$ cat config.mk
export PLATFORM = sky130hd
export DESIGN_NAME = convex_ear_polygon_triangulator
export DESIGN_NICKNAME = d
export VERILOG_FILES = /design/src/rtl/cep_pkg.sv /design/src/rtl/cep_ram.sv /design/src/rtl/cep_cross.sv /design/src/rtl/convex_ear_polygon_triangulator.sv
export SDC_FILE = /design/constraint.sdc
export NUM_CORES = 2
export LEC_CHECK = 0
export BUFFER_PORTS_ARGS = -buffer_cell sky130_fd_sc_hd__buf_2
export CAP_MARGIN = 20
export CORE_ASPECT_RATIO = 1.75
export CORE_MARGIN = 2
export CORE_UTILIZATION = 49
export DETAILED_ROUTE_END_ITERATION = 10
export PLACE_DENSITY_LB_ADDON = 0.15
export SLEW_MARGIN = 20
export SYNTH_ARGS = -nofsm -noshare
export SYNTH_HDL_FRONTEND = slang
export SYNTH_SLANG_ARGS = --single-unit
$ cat constraint.sdc
create_clock -name clk -period 5.9 [get_ports clk]
set_input_delay 1.77 -clock clk [delete_from_list [all_inputs] [get_ports clk]]
set_output_delay 1.77 -clock clk [all_outputs]
set_load 0.005 [all_outputs]
$ cat src/rtl/cep_pkg.sv
// ----------------------------------------------------------------------------
// cep_pkg
// Shared types and constants for the convex ear polygon triangulator.
// ----------------------------------------------------------------------------
package cep_pkg;

  localparam int COORD_W   = 16;
  localparam int CORNER_W  = 5;
  localparam int MIN_VERTS = 3;

  typedef struct packed {
    logic signed [COORD_W-1:0] x;
    logic signed [COORD_W-1:0] y;
  } cep_vertex_t;

  typedef struct packed {
    cep_vertex_t a;
    cep_vertex_t b;
    cep_vertex_t c;
  } cep_tri_t;

endpackage

$ cat src/rtl/cep_ram.sv
// ----------------------------------------------------------------------------
// cep_ram
// Single write port, single read port RAM with registered read data.
// ----------------------------------------------------------------------------
module cep_ram #(
  parameter int WIDTH = 32,
  parameter int DEPTH = 32,
  parameter int AW    = 5
) (
  input  logic             clk,
  input  logic             we,
  input  logic [AW-1:0]    waddr,
  input  logic [WIDTH-1:0] wdata,
  input  logic [AW-1:0]    raddr,
  output logic [WIDTH-1:0] rdata
);

  logic [WIDTH-1:0] mem [DEPTH];

  always_ff @(posedge clk) begin
    if (we) begin
      mem[waddr] <= wdata;
    end
    rdata <= mem[raddr];
  end

endmodule

$ cat src/rtl/cep_cross.sv
// ----------------------------------------------------------------------------
// cep_cross
// Two-stage cross product pipeline: differences, then products.
// Convex when (c - b) x (a - b) > 0.
// ----------------------------------------------------------------------------
module cep_cross
  import cep_pkg::*;
(
  input  logic     clk,
  input  cep_tri_t tri_i,
  output logic     convex_o
);

  localparam int DW = COORD_W + 1;
  localparam int PW = 2 * DW;

  logic signed [DW-1:0] dx1_r, dy1_r, dx2_r, dy2_r;
  logic signed [PW-1:0] p1_r, p2_r;

  always_ff @(posedge clk) begin
    dx1_r <= DW'(tri_i.c.x) - DW'(tri_i.b.x);
    dy1_r <= DW'(tri_i.c.y) - DW'(tri_i.b.y);
    dx2_r <= DW'(tri_i.a.x) - DW'(tri_i.b.x);
    dy2_r <= DW'(tri_i.a.y) - DW'(tri_i.b.y);
    p1_r  <= PW'(dx1_r) * PW'(dy2_r);
    p2_r  <= PW'(dy1_r) * PW'(dx2_r);
  end

  assign convex_o = (p1_r > p2_r);

endmodule

$ cat src/rtl/convex_ear_polygon_triangulator.sv
// ----------------------------------------------------------------------------
// convex_ear_polygon_triangulator
// Loads a polygon one vertex per transfer, then clips convex ears and
// reports each triangle as the original indices of its three corners.
//
// Input channel: in_vertex_x/in_vertex_y with in_final_vertex on the last
// vertex. One vertex is taken per cycle while loading; in_ready is low from
// the final vertex until the last result of that polygon is in the output
// register.
// Output channel: one transfer per triangle; out_run_end marks the last one.
// Too few or too many vertices, or a ring with no convex vertex, gives one
// result with out_fault and out_run_end set and zero corners.
// The ring is a linked list in one-read-port RAMs. Each tested triple
// passes a next-pointer read, differences, products and a compare;
// each clipped ear first rereads the ring head.
// Reset clears the control state; the vertex RAMs need no clearing.
// A stalled receiver holds the result register and the sequencer waits.
// ----------------------------------------------------------------------------
module convex_ear_polygon_triangulator
  import cep_pkg::*;
#(
  parameter int MAX_VERTICES = 32
) (
  input  logic                       clk,
  input  logic                       rst_n,
  input  logic                       in_valid,
  output logic                       in_ready,
  input  logic signed [COORD_W-1:0]  in_vertex_x,
  input  logic signed [COORD_W-1:0]  in_vertex_y,
  input  logic                       in_final_vertex,
  output logic                       out_valid,
  input  logic                       out_ready,
  output logic [CORNER_W-1:0]        out_corner_first,
  output logic [CORNER_W-1:0]        out_corner_middle,
  output logic [CORNER_W-1:0]        out_corner_third,
  output logic                       out_fault,
  output logic                       out_run_end
);

  localparam int IW = (MAX_VERTICES > 1) ? $clog2(MAX_VERTICES) : 1;
  localparam int CW = $clog2(MAX_VERTICES + 1);
  localparam int VW = 2 * COORD_W;

  localparam logic [3:0] S_LOAD  = 4'd0;
  localparam logic [3:0] S_RD0   = 4'd1;
  localparam logic [3:0] S_RD1   = 4'd2;
  localparam logic [3:0] S_RD2   = 4'd3;
  localparam logic [3:0] S_RD3   = 4'd4;
  localparam logic [3:0] S_DIFF  = 4'd5;
  localparam logic [3:0] S_MULT  = 4'd6;
  localparam logic [3:0] S_TEST  = 4'd7;
  localparam logic [3:0] S_FINAL = 4'd8;
  localparam logic [3:0] S_FAULT = 4'd9;

  logic [3:0]    state_r, state_nxt;
  logic [CW-1:0] cnt_r, cnt_nxt;
  logic          ovf_r, ovf_nxt;
  logic [CW-1:0] n_r, n_nxt;
  logic [CW-1:0] i_r, i_nxt;
  logic [IW-1:0] head_r, head_nxt;
  logic [IW-1:0] a_r, a_nxt, b_r, b_nxt, c_r, c_nxt, cn_r, cn_nxt;
  cep_tri_t      tri_r, tri_nxt;

  logic                out_valid_r;
  logic [CORNER_W-1:0] first_r, middle_r, third_r;
  logic                fault_r, end_r;

  logic                push;
  logic [CORNER_W-1:0] push_first, push_middle, push_third;
  logic                push_fault, push_end;
  logic                slot_free;

  logic          cw_en;
  logic [IW-1:0] cw_addr;
  cep_vertex_t   cw_data;
  logic          lw_en;
  logic [IW-1:0] lw_addr;
  logic [IW-1:0] lw_data;
  logic [IW-1:0] rd_addr;
  logic [VW-1:0] coord_rd_bits;
  cep_vertex_t   coord_rd;
  logic [IW-1:0] link_rd;
  logic          convex;

  logic          stored;
  logic [CW-1:0] new_cnt;

  cep_ram #(.WIDTH(VW), .DEPTH(MAX_VERTICES), .AW(IW)) u_coord_ram (
    .clk   (clk),
    .we    (cw_en),
    .waddr (cw_addr),
    .wdata (cw_data),
    .raddr (rd_addr),
    .rdata (coord_rd_bits)
  );

  assign coord_rd = cep_vertex_t'(coord_rd_bits);

  cep_ram #(.WIDTH(IW), .DEPTH(MAX_VERTICES), .AW(IW)) u_link_ram (
    .clk   (clk),
    .we    (lw_en),
    .waddr (lw_addr),
    .wdata (lw_data),
    .raddr (rd_addr),
    .rdata (link_rd)
  );

  cep_cross u_cross (
    .clk      (clk),
    .tri_i    (tri_r),
    .convex_o (convex)
  );

  assign in_ready  = (state_r == S_LOAD);
  assign slot_free = !out_valid_r || out_ready;
  assign stored    = (cnt_r < CW'(MAX_VERTICES));
  assign new_cnt   = cnt_r + CW'(stored);

  always_comb begin
    state_nxt   = state_r;
    cnt_nxt     = cnt_r;
    ovf_nxt     = ovf_r;
    n_nxt       = n_r;
    i_nxt       = i_r;
    head_nxt    = head_r;
    a_nxt       = a_r;
    b_nxt       = b_r;
    c_nxt       = c_r;
    cn_nxt      = cn_r;
    tri_nxt     = tri_r;
    push        = 1'b0;
    push_first  = '0;
    push_middle = '0;
    push_third  = '0;
    push_fault  = 1'b0;
    push_end    = 1'b0;
    cw_en       = 1'b0;
    cw_addr     = cnt_r[IW-1:0];
    cw_data     = '{x: in_vertex_x, y: in_vertex_y};
    lw_en       = 1'b0;
    lw_addr     = cnt_r[IW-1:0];
    lw_data     = in_final_vertex ? '0 : IW'(cnt_r + CW'(1));
    rd_addr     = head_r;

    case (state_r)
      S_LOAD: begin
        if (in_valid) begin
          cw_en = stored;
          lw_en = stored;
          if (in_final_vertex) begin
            if (ovf_r || !stored || (new_cnt < CW'(MIN_VERTS))) begin
              state_nxt = S_FAULT;
            end else if (new_cnt == CW'(MIN_VERTS)) begin
              head_nxt  = '0;
              a_nxt     = IW'(0);
              c_nxt     = IW'(1);
              cn_nxt    = IW'(2);
              state_nxt = S_FINAL;
            end else begin
              n_nxt     = new_cnt;
              head_nxt  = '0;
              state_nxt = S_RD0;
            end
          end else begin
            cnt_nxt = new_cnt;
            ovf_nxt = ovf_r | !stored;
          end
        end
      end
      S_RD0: begin
        rd_addr   = head_r;
        i_nxt     = '0;
        state_nxt = S_RD1;
      end
      S_RD1: begin
        a_nxt     = head_r;
        tri_nxt.a = coord_rd;
        b_nxt     = link_rd;
        rd_addr   = link_rd;
        state_nxt = S_RD2;
      end
      S_RD2: begin
        tri_nxt.b = coord_rd;
        c_nxt     = link_rd;
        rd_addr   = link_rd;
        state_nxt = S_RD3;
      end
      S_RD3: begin
        tri_nxt.c = coord_rd;
        cn_nxt    = link_rd;
        state_nxt = S_DIFF;
      end
      S_DIFF: begin
        state_nxt = S_MULT;
      end
      S_MULT: begin
        state_nxt = S_TEST;
      end
      S_TEST: begin
        if (convex) begin
          if (slot_free) begin
            push        = 1'b1;
            push_first  = CORNER_W'(a_r);
            push_middle = CORNER_W'(b_r);
            push_third  = CORNER_W'(c_r);
            lw_en       = 1'b1;
            lw_addr     = a_r;
            lw_data     = c_r;
            if (b_r == head_r) begin
              head_nxt = c_r;
            end
            n_nxt     = n_r - CW'(1);
            state_nxt = (n_r == CW'(MIN_VERTS + 1)) ? S_FINAL : S_RD0;
          end
        end else if ((i_r + CW'(1)) == n_r) begin
          state_nxt = S_FAULT;
        end else begin
          a_nxt     = b_r;
          b_nxt     = c_r;
          c_nxt     = cn_r;
          tri_nxt.a = tri_r.b;
          tri_nxt.b = tri_r.c;
          rd_addr   = cn_r;
          i_nxt     = i_r + CW'(1);
          state_nxt = S_RD3;
        end
      end
      S_FINAL: begin
        if (slot_free) begin
          push     = 1'b1;
          push_end = 1'b1;
          if (head_r == a_r) begin
            push_first  = CORNER_W'(a_r);
            push_middle = CORNER_W'(c_r);
            push_third  = CORNER_W'(cn_r);
          end else if (head_r == c_r) begin
            push_first  = CORNER_W'(c_r);
            push_middle = CORNER_W'(cn_r);
            push_third  = CORNER_W'(a_r);
          end else begin
            push_first  = CORNER_W'(cn_r);
            push_middle = CORNER_W'(a_r);
            push_third  = CORNER_W'(c_r);
          end
          cnt_nxt   = '0;
          ovf_nxt   = 1'b0;
          state_nxt = S_LOAD;
        end
      end
      S_FAULT: begin
        if (slot_free) begin
          push       = 1'b1;
          push_fault = 1'b1;
          push_end   = 1'b1;
          cnt_nxt    = '0;
          ovf_nxt    = 1'b0;
          state_nxt  = S_LOAD;
        end
      end
      default: begin
        state_nxt = S_LOAD;
      end
    endcase
  end

  always_ff @(posedge clk) begin
    if (!rst_n) begin
      state_r     <= S_LOAD;
      cnt_r       <= '0;
      ovf_r       <= 1'b0;
      n_r         <= '0;
      i_r         <= '0;
      head_r      <= '0;
      out_valid_r <= 1'b0;
    end else begin
      state_r <= state_nxt;
      cnt_r   <= cnt_nxt;
      ovf_r   <= ovf_nxt;
      n_r     <= n_nxt;
      i_r     <= i_nxt;
      head_r  <= head_nxt;
      if (push) begin
        out_valid_r <= 1'b1;
      end else if (out_ready) begin
        out_valid_r <= 1'b0;
      end
    end
  end

  always_ff @(posedge clk) begin
    a_r   <= a_nxt;
    b_r   <= b_nxt;
    c_r   <= c_nxt;
    cn_r  <= cn_nxt;
    tri_r <= tri_nxt;
    if (push) begin
      first_r  <= push_first;
      middle_r <= push_middle;
      third_r  <= push_third;
      fault_r  <= push_fault;
      end_r    <= push_end;
    end
  end

  assign out_valid         = out_valid_r;
  assign out_corner_first  = first_r;
  assign out_corner_middle = middle_r;
  assign out_corner_third  = third_r;
  assign out_fault         = fault_r;
  assign out_run_end       = end_r;

  a_push_slot: assert property (@(posedge clk) disable iff (!rst_n)
    push |-> (!out_valid_r || out_ready))
    else $error("result pushed over an untaken result");

  a_fault_form: assert property (@(posedge clk) disable iff (!rst_n)
    (out_valid && out_fault) |-> (out_run_end && out_corner_first == '0 &&
      out_corner_middle == '0 && out_corner_third == '0))
    else $error("malformed fault result");

  a_ring_size: assert property (@(posedge clk) disable iff (!rst_n)
    (state_r == S_TEST) |-> (n_r > CW'(MIN_VERTS) && i_r < n_r))
    else $error("ring size or scan position out of range");

  a_load_after_end: assert property (@(posedge clk) disable iff (!rst_n)
    (push && push_end) |=> (state_r == S_LOAD && cnt_r == '0 && !ovf_r))
    else $error("no restart after last result");

endmodule
==> summary.md <==
| Metric | Value |
|---|---|
| Failing checks | `setup timing` |
| Post-synthesis sequential area ratio | `52.9%` |
| Fraction of final layout cells with drive strength greater than 1 | `14.5%` |
| Critical Path Start Type | `register` |
| Top cell family by delay on the critical path | `adder cells` |
| Number of ports placed on the die boundary | `56` |
| Count of routing violations after the opening detailed-route iteration | `4098` |
| Cts hold-fix bufs | `0` |
| Dpl hpwl | `169000 µm` |
| Critical path, cell by cell | `buf_8 > and2_4 > fa_2 > buf_6 > fa_2 > fa_1 > fa_2 > fa_1 > inv_2 > fa_1 > inv_1 > ha_2 > nand2_2 > nand2_2 > a21oi_2 > o21bai_1 > a21oi_1 > o21bai_1 > a21o_1 > a21o_1 > or4_4 > a211o_1 > o211ai_1` |
| Routed vias | `54700` |
| Data arrival time of the critical path | `6.75 ns` |
| Clock buffer count from CTS | `150` |
| Layout Utilization | `56.4%` |
| Final setup violation count | `4` |
| Primary flip-flop cell chosen by synthesis mapping | `sky130_fd_sc_hd__edfxtp_1` |
| Synth top cells by count | `sky130_fd_sc_hd__nand2_1, sky130_fd_sc_hd__edfxtp_1, sky130_fd_sc_hd__inv_1, sky130_fd_sc_hd__fa_1, sky130_fd_sc_hd__nand3_1` |
| Via count of the first global-routing pass | `57600` |
| Routed length per placed instance | `24.8 µm` |
| Clock-pin transition on the worst setup and hold timing paths | `0.06 ns` |
| Post-Synthesis Mean Instance Area | `11.8 µm²` |
| Total global routing overflow | `0` |
| Final worst clock skew | `0.0742 ns` |
| Category of the most critical setup path | `reg -> reg` |
| Final RePlAce weighted congestion | `0.914` |
| Antenna violations before repair | `14` |
| Multi-input combinational cell area | `35800 µm²` |
| FF/Latch Area | `43700 µm²` |
| Clock sink count | `1519` |
| Die Width | `314 µm` |
| Number of maximum-capacitance constraint violations | `0` |
| Number of search-and-repair iterations in the first detailed-routing pass | `5` |
| CTS tree | `yes` |
| Cell at the root of the clock tree | `sky130_fd_sc_hd__clkbuf_16` |
| Share of Yosys cell area claimed by the top area cell type | `48.0%` |
| Core region area | `168000 µm²` |
| Vias/cell | `5.63` |
| Distinct cell type count of the synthesized netlist | `79` |
| Total number of placement rows | `199` |
| Dominant cell by count in the synthesized netlist | `sky130_fd_sc_hd__nand2_1` |
| Number of nets with antenna violations after detailed routing | `0` |
| Fin. max-slew vios | `0` |
| Synth-to-layout area growth | `14.7%` |
| Number of fill cells | `13900` |
| H-tree levels | `4` |
| Highest net fanout along the worst path | `5` |
| Wire length of the first global-routing pass | `354000 µm` |
| Die Ht | `547 µm` |
| Slew @ Worst Pin | `1.11 ns` |
| Number of buffer cells added on primary ports | `55` |
| Effective utilization at floorplan | `49.2%` |
| Total nets after synthesis | `7908` |
| Share of synthesized flip-flops with an asynchronous set or reset | `0%` |
| Run status | `complete, but fails checks` |
| Number of synthesized register bits | `1519` |
| Total die area | `172000 µm²` |
| Endpoint type of the worst setup path | `register` |
| Worst slew margin relative to its limit | `25.5%` |
| Number of synthesized flops with an enable pin | `1317` |
| Layout net count | `8309` |
| Hold WC Path Type | `reg -> reg` |
| Post-layout min period | `6.05 ns` |
| Maximum cell stage delay along the critical path | `0.62 ns` |
| Total global routing track utilization | `28.1%` |
| Worst-path cell with the longest stage delay | `sky130_fd_sc_hd__fa_2` |
| Main area contributors after synthesis | `sky130_fd_sc_hd__edfxtp_1, sky130_fd_sc_hd__fa_1, sky130_fd_sc_hd__nand2_1` |
| Warning count from the yosys run | `0` |
| Number of cells produced by synthesis | `6999` |
| Area of the mapped netlist | `82500 µm²` |
| Worst Path Buf+Inv | `4` |
| Tcrit/Tclk final | `103%` |
| Most area-hungry cell type in the Yosys netlist | `sky130_fd_sc_hd__edfxtp_1` |
| Number of endpoints with negative hold slack in the final report | `0` |
| Minimum setup slack in the final design | `-0.155 ns` |
| Maximum frequency from static timing analysis | `165 MHz` |
| RSZ-0062 raised after global routing | `yes` |
| Latest clock arrival within the worst-skew pair | `0.81 ns` |
| Sum of routed wire length over all layers | `241000 µm` |
| Pre-CTS setup slack | `-0.544 ns` |
| Buffer depth of the longest clock path | `4` |
| Pin count of the biggest net entering global routing | `81` |
| DRC violations left | `0` |
| Required time reported for the critical path endpoint | `6.59 ns` |
[cells by family after synthesis]
group	Yosys count	share of synthesized area [%]
buffers and inverters	1060	5.31
AO/OA/AOI/OAI	574	4.76
XOR/XNOR	127	1.37
adder cells (fa/ha/maj)	872	18.7
multiplexers	214	2.60
flip-flops	1519	52.9
AND/OR/NAND/NOR	2633	14.4
[flip-flops by register name, summed over array words and instances, names as in the netlist, 6 cells and up]
signal / flops
u_cross.p1_r: 34
i_r: 6
n_r: 6
u_cross.dy2_r: 17
u_coord_ram.rdata: 32
tri_r: 96
cnt_r: 6
u_link_ram.mem: 160
u_cross.dx2_r: 17
u_cross.p2_r: 34
u_coord_ram.mem: 1024
u_cross.dx1_r: 17
u_cross.dy1_r: 17
[layer usage]
layer  part of all wire (%)  global-route usage [%]  up-vias
li1                       -                       -    24500
met1                     32                    27.7    27800
met2                     55                    53.8     1685
met3                    4.3                    3.26      689
met4                    8.1                    19.1        2
met5                 0.0054                       0        -
[metrics by stage]
step	hold WS, ns	cells	setup TNS (ns)	area (µm²)
6_report	0.427	9724	-0.377	94600
3_5_place_dp	0.415	9419	-5.01	88600
3_3_place_gp	0.415	9419	-4.29	88600
4_1_cts	0.428	9703	-1.45	93900
5_1_grt	0.443	9721	-2.27	94500
2_1_floorplan	0.408	6999	-0.00478	82500
[what timing repair did]
action,4_1_cts,5_1_grt
buffers inserted,27,27
setup endpoints to repair,20,23
resized for setup,162,170
pin swaps,103,113
[cell type report]
type                            count  share of cell area [%]
Clock inverter                     67                   0.499
Tap cell                         2211                    2.93
Timing Repair Buffer              564                    5.25
Inverter                          745                    2.96
Clock buffer                      192                    4.25
Sequential cell                  1519                    46.2
Multi-Input combinational cell   4420                    37.9
Antenna cell                        6                  0.0159
[path summary, 6_finish.rpt]
| path | startpoint | to | slack (ns) | cells past startpoint |
|---|---|---|---|---|
| setup / recovery | u_cross.dx1_r[16] | u_cross.p1_r[32] | -0.15 | 23 |
| hold / removal | u_coord_ram.rdata[31] | tri_r[31] | 0.43 | 0 |
| setup reg to reg | u_cross.dx1_r[16] | u_cross.p1_r[32] | -0.15 | 23 |
| hold reg to reg | u_coord_ram.rdata[31] | tri_r[31] | 0.43 | 0 |
[cells in the final DEF (no fill, tap or decap), types with 18 or more instances in the layout]
cell type	instances
sky130_fd_sc_hd__o2111ai_1	24
sky130_fd_sc_hd__o21ai_0	136
sky130_fd_sc_hd__nor2b_1	33
sky130_fd_sc_hd__fa_2	32
sky130_fd_sc_hd__clkinv_2	26
sky130_fd_sc_hd__nor3_1	38
sky130_fd_sc_hd__ha_4	19
sky130_fd_sc_hd__nand4_1	153
sky130_fd_sc_hd__a31oi_1	59
sky130_fd_sc_hd__nor2_1	175
sky130_fd_sc_hd__nor2_4	52
sky130_fd_sc_hd__xnor2_1	86
sky130_fd_sc_hd__dfxtp_4	21
sky130_fd_sc_hd__a21oi_1	65
sky130_fd_sc_hd__clkbuf_16	152
sky130_fd_sc_hd__clkinv_1	24
sky130_fd_sc_hd__a32oi_1	69
sky130_fd_sc_hd__dfxtp_1	165
sky130_fd_sc_hd__edfxtp_1	1317
sky130_fd_sc_hd__and2_4	18
sky130_fd_sc_hd__buf_2	55
sky130_fd_sc_hd__buf_12	57
sky130_fd_sc_hd__nand2_1	1400
sky130_fd_sc_hd__inv_1	714
sky130_fd_sc_hd__ha_1	253
sky130_fd_sc_hd__buf_6	31
sky130_fd_sc_hd__nand3_1	363
sky130_fd_sc_hd__a21boi_0	38
sky130_fd_sc_hd__mux2i_1	214
sky130_fd_sc_hd__and2_1	276
sky130_fd_sc_hd__fa_1	564
sky130_fd_sc_hd__clkbuf_1	34
sky130_fd_sc_hd__nand2b_1	27
sky130_fd_sc_hd__inv_2	30
sky130_fd_sc_hd__xor2_1	33
sky130_fd_sc_hd__a21o_1	26
sky130_fd_sc_hd__buf_4	415
[worst reg2reg max path: cells and delay by family (launching register included)]
family | cells | cell delay, ns
compound gates | 8 | 1.11
buf+inv | 4 | 0.36
flops | 1 | 0.39
simple gates | 4 | 0.80
fa+ha+maj | 7 | 3.34
Power is left out: the tool's default activity adds up to more than one toggle a clock period on the data nets, which glitch-free logic cannot reach.
